<file path="src/design/arpc_pkg.sv">
`timescale 1ns / 1ps
// ----------------------------------------------------------------------------
// arpc_pkg
// Shared types and constants of the ARP cache and responder.
// ----------------------------------------------------------------------------
package arpc_pkg;

  localparam int unsigned ENTRIES_DEF = 16;

  localparam logic [15:0] HOLDOFF_RST = 16'd2000;

  localparam logic [15:0] ETH_TYPE_ARP = 16'h0806;
  localparam logic [15:0] HW_TYPE_ETH  = 16'h0001;
  localparam logic [15:0] ARP_OP_REQ   = 16'h0001;
  localparam logic [15:0] ARP_OP_RESP  = 16'h0002;

  localparam logic [1:0]  TX_OP_NONE  = 2'd0;
  localparam logic [1:0]  TX_OP_REQ   = 2'd1;
  localparam logic [1:0]  TX_OP_REPLY = 2'd2;

  localparam logic        CMD_RESOLVE = 1'b0;
  localparam logic        CMD_FRAME   = 1'b1;

  localparam logic [47:0] MAC_BCAST = {6{8'hFF}};

  // configuration register indexes
  localparam logic        REG_LOCAL_IP = 1'b0;
  localparam logic        REG_HOLDOFF  = 1'b1;

  typedef enum logic [2:0] {
    ST_HIT        = 3'd0,
    ST_QUERY_SENT = 3'd1,
    ST_HELD_OFF   = 3'd2,
    ST_TABLE_FULL = 3'd3,
    ST_IGNORED    = 3'd4,
    ST_UPDATED    = 3'd5,
    ST_REPLY_SENT = 3'd6
  } status_e;

  // item as it walks down the cell row
  typedef struct packed {
    logic        valid;
    logic        cmd;
    logic        lookup;   // item searches the table
    logic        done;     // outcome already settled
    logic        ins;      // a cell took the address as a new entry
    logic [31:0] now;
    logic [31:0] ip;
    logic [47:0] mac;
    status_e     status;
    logic [47:0] res_mac;
  } pkt_t;

endpackage

</file>
<file path="src/design/arpc_cell.sv">
`timescale 1ns / 1ps
// ----------------------------------------------------------------------------
// arpc_cell
// One cache entry: compares the passing item, updates itself, hands it on.
// ----------------------------------------------------------------------------
module arpc_cell #(
  parameter int unsigned K     = 0,
  parameter int unsigned CNT_W = 5
) (
  input  logic              clk_i,
  input  logic              rst_ni,
  input  logic [CNT_W-1:0]  entry_count_i,
  input  logic [15:0]       holdoff_i,
  input  arpc_pkg::pkt_t    pkt_i,
  output arpc_pkg::pkt_t    pkt_o
);

  localparam logic [CNT_W-1:0] IDX = CNT_W'(K);

  logic [31:0] addr_q, addr_d;
  logic [47:0] hw_q, hw_d;
  logic        resolved_q, resolved_d;
  logic [31:0] last_q, last_d;

  arpc_pkg::pkt_t pkt_q, pkt_d;

  logic        search;
  logic        hit;
  logic        do_ins;
  logic [31:0] last_eff;
  logic [31:0] age;
  logic        due;

  always_comb begin
    search   = pkt_i.valid && pkt_i.lookup && !pkt_i.done;
    hit      = search && (IDX < entry_count_i) && (addr_q == pkt_i.ip);
    // first free slot takes a resolve that missed every entry before it
    do_ins   = search && (IDX == entry_count_i) && (pkt_i.cmd == arpc_pkg::CMD_RESOLVE);
    last_eff = do_ins ? 32'd0 : last_q;
    age      = pkt_i.now - last_eff;
    due      = age > {16'd0, holdoff_i};

    addr_d     = addr_q;
    hw_d       = hw_q;
    resolved_d = resolved_q;
    last_d     = last_q;
    pkt_d      = pkt_i;

    if (do_ins) begin
      addr_d     = pkt_i.ip;
      hw_d       = 48'd0;
      resolved_d = 1'b0;
      last_d     = due ? pkt_i.now : 32'd0;
      pkt_d.done   = 1'b1;
      pkt_d.ins    = 1'b1;
      pkt_d.status = due ? arpc_pkg::ST_QUERY_SENT : arpc_pkg::ST_HELD_OFF;
    end else if (hit) begin
      pkt_d.done = 1'b1;
      if (pkt_i.cmd == arpc_pkg::CMD_FRAME) begin
        hw_d         = pkt_i.mac;
        resolved_d   = 1'b1;
        pkt_d.status = arpc_pkg::ST_UPDATED;
      end else if (resolved_q) begin
        pkt_d.status  = arpc_pkg::ST_HIT;
        pkt_d.res_mac = hw_q;
      end else begin
        // known but unresolved: retry the query once the holdoff has run out
        if (due) begin
          last_d = pkt_i.now;
        end
        pkt_d.status = due ? arpc_pkg::ST_QUERY_SENT : arpc_pkg::ST_HELD_OFF;
      end
    end
  end

  always_ff @(posedge clk_i) begin
    addr_q     <= addr_d;
    hw_q       <= hw_d;
    resolved_q <= resolved_d;
    last_q     <= last_d;
  end

  always_ff @(posedge clk_i or negedge rst_ni) begin
    if (!rst_ni) begin
      pkt_q <= '0;
    end else begin
      pkt_q <= pkt_d;
    end
  end

  assign pkt_o = pkt_q;

endmodule

</file>
<file path="config.mk">
export PLATFORM = sky130hd
export DESIGN_NAME = arpc_cell
export DESIGN_NICKNAME = d
export VERILOG_FILES = /design/src/design/arpc_pkg.sv /design/src/design/arpc_cell.sv
export SDC_FILE = /design/constraint.sdc
export NUM_CORES = 1
export LEC_CHECK = 0
export BUFFER_PORTS_ARGS = -buffer_cell sky130_fd_sc_hd__buf_2
export CORE_AREA = 2 2 202 204
export DETAILED_ROUTE_END_ITERATION = 7
export DIE_AREA = 0 0 204 206
export SYNTH_ARGS = -nofsm -noshare
export SYNTH_HDL_FRONTEND = slang
export SYNTH_SLANG_ARGS = --single-unit
</file>
<file path="constraint.sdc">
create_clock -name clk_i -period 6.2 [get_ports clk_i]
set_input_delay 0.62 -clock clk_i [delete_from_list [all_inputs] [get_ports clk_i]]
set_output_delay 0.62 -clock clk_i [all_outputs]
set_load 0.005 [all_outputs]
</file>
==> flow_summary.toml <==
[synth]
yosys.area_share.simple_pct = 12.5
ys.warnings.count = 0
synth_top_cells_by_area = "dfrtp_1 (35%), edfxtp_1 (16%), dfxtp_1 (8.3%)"
synth_nets = 1201
ys_async_sr_fraction_pct = 59.8
synth.most_common_cell = "dfrtp_1"
synth-adder-area-share_pct = 5.34
synthCells = 960
seq_area_frac_synth_pct = 60.0
synth.avg_cell_area_um2 = 12.3
ys_seq_elements = 281
netlist_area_um2 = 11900
synth_top_family_by_area = "simple AND/OR/NAND/NOR gates"
synth_compound_area_share_pct = 7.49
ys.flop_type = "dfrtp_1"
post-synth-top-area-cell = "dfrtp_1"
synth_edf_count = 64
yosys-top-cells-count = "dfrtp_1 (168), nor2_1 (87), nand2_1 (80), edfxtp_1 (64), mux2i_1 (50)"
yosysTopAreaCellShare_pct = 35.5
synth_xor_area_share_pct = 3.70
yosysUniqueCellTypes = 73
synthMuxAreaShare_pct = 8.78

[cells_and_area]
final_nets = 1583
fill_cells = 4012
synthToLayoutAreaGrowth_pct = 30.2
drive_gt1_share_pct = 38.7

[clock_tree]
cts_sinks = 281
cts_tree = "built"
htree_levels = 1
clock_latency_ns = 0.58
cts.path.max_buffers = 3
cts_buffers = 30
post_cts_buffers = 0
clk_pin_slew_ns = 0.06
cts_root_buffer = "clkbuf_16"
cts_resized = 0
hold_buffers = 0

[routing]
drc = 0
drt-total-wl_um = 32800
vias = 8668
drt_iter0_markers = 314
postRouteAntennaNets = 0
wl_per_cell_um = 17.3
firstDrtPassIters = 5
via_per_inst = 4.56

[worst_hold_path]
min-delay-path-class = "primary input to asynchronous set/reset pin"

[sta]
fin_crit_sh_pct = 91.3
rsz0062_at_grt = "no"
fin_skew_ns = 0.0163
maxSlewHeadroom_pct = 37.3
clock.fmax_mhz = 177
finalHoldViolCount = 1
worst_slew_pin_slew_ns = 0.941
fin_crit_ns = 5.66
hold_slack_ns = -0.000916
slew_viol_final = 0
finalSetupViolCount = 0
setup_slack_ns = 0.540

[pwr]
p_comb_share_pct = 9.3
seqPwrFrac_pct = 47.1
pwr-share-clk_pct = 43.6
ir_drop_v = 0.000209
cellPowerDensity_nw_per_um2 = 269
swShare_pct = 23.5
internal_power_uw = 3180
switching_power_uw = 975
power_leakage_uw = 0.00739

[floorplanning]
die_y_um = 206
die_area_um2 = 42000
num_rows = 74
start_util_pct = 29.5
coreArea_um2 = 40200
ioPinCount = 359
fp.dieW_um = 204

[run]
drv_cap = 0

[global_route]
grt_antenna_before_repair = 2
gr-usage-all-layers_pct = 15.2
grt_overflow_total = 0
grt_pass1_wl_um = 49900
grt_max_degree = 66
grt_pass1_vias = 8854

[setup_path]
slowest_stage = "fa_1"
start_kind = "primary input"
reg2regPathDepth = 23
crit_arrival_ns = 5.98
cp.required_ns = 6.52
cp-end-kind = "register"
critPathMaxStageDelay_ns = 0.41
crit_type = "primary input to register"
cp_max_fo = 21

[placed_design]
hpwlAfterDp_um = 25300
gp_congestion = 0.900
place.port_buffers = 358
place_ws_ns = -0.0465

[status]
violations = "negative hold slack"
status = "finished, violations left"
-- state kept, by name (all words and copies together), names as in the netlist --
| register | count |
|---|---|
| pkt_o | 168 |
| resolved_q | 1 |
| hw_q | 48 |
| last_q | 32 |
| addr_q | 32 |
-- stage by stage --
| stage | instances | power, uW | area, um^2 | util (%) | TNS [ns] |
|---|---|---|---|---|---|
| after global placement | 1842 | 2380 | 14400 | 35.9 | 0 |
| after CTS | 1898 | 4220 | 15400 | 38.4 | 0 |
| after detailed placement | 1842 | 2380 | 14400 | 35.9 | -0.958 |
| after floorplan | 960 | 2160 | 11900 | - | 0 |
| after global routing | 1898 | 4350 | 15400 | 38.4 | 0 |
| final | 1899 | 4150 | 15400 | 38.4 | 0 |
-- layout by cell type, fill, tap and decap left out, drive strengths merged, types with 12 or more instances in the layout --
cell    count
buf       382
nor2b      36
clkbuf     41
mux2       48
xnor2      25
nand2      81
edfxtp     64
nor3       12
nor2       89
dfxtp      49
mux2i      50
a21oi      45
nand3      13
dfrtp     168
nand4      19
xor2       25
o21ai      31
inv        29
ha         49
-- kinds of logic after synthesis --
kind of cell / after synthesis
buffers and inverters: 59
adder cells (fa/ha/maj): 50
flip-flops: 281
AND/OR/NAND/NOR: 288
AO/OA/AOI/OAI: 134
XOR/XNOR: 50
multiplexers: 98
-- critical path: cells and delay by family --
| family | cells | cell delay (ns) |
|---|---|---|
| buffers and inverters | 4 | 0.61 |
| AOI/OAI and AO/OA | 10 | 2.12 |
| adders and majority gates | 3 | 0.89 |
| and+or+nand+nor | 8 | 1.61 |
| xor gates and xnor gates | 1 | 0.13 |
-- power groups by stage --
stage | Combinational [uW] | Clock, uW | Sequential [uW]
after CTS | 392 | 1880 | 1960
final | 386 | 1810 | 1960
after detailed placement | 390 | 0 | 1990
after global placement | 386 | 0 | 1990
after global routing | 430 | 1950 | 1960
after floorplan | 158 | 0 | 2000
-- path summary, 6_finish.rpt --
kind,from,endpoint,slack [ns]
setup / recovery,entry_count_i[2],last_q[14],0.54
hold / removal,rst_ni,pkt_o[149],-0.0009
setup reg to reg,last_q[0],last_q[14],1.13
hold reg to reg,resolved_q,resolved_q,0.48
max in group asynchronous,rst_ni,pkt_o[167],4.96
min in group clk_i,pkt_i[93],pkt_o[93],0.16
-- layer usage --
layer  share of wire (%)  wire length (um)  vias up  GRT usage (%)
met5               0.040                13        -              0
li1                    -                 -     4159              -
met1                  43             14000     4206           19.5
met4                 2.1               688        2           3.96
met2                  49             16100      249           25.6
met3                 6.4              2090       52           3.66
-- area by class of cell --
| class | count | area (um^2) | share of cell area [%] |
|---|---|---|---|
| clock buffer | 41 | 822 | 5.33 |
| inverter | 27 | 101 | 0.657 |
| multi-input combinational | 620 | 4530 | 29.3 |
| clock inverter | 15 | 188 | 1.22 |
| timing repair buffer | 382 | 2020 | 13.1 |
| antenna | 1 | 2.50 | 0.0162 |
| tap | 532 | 666 | 4.31 |
| sequential | 281 | 7110 | 46.1 |
(Power assumes the default switching activity.)
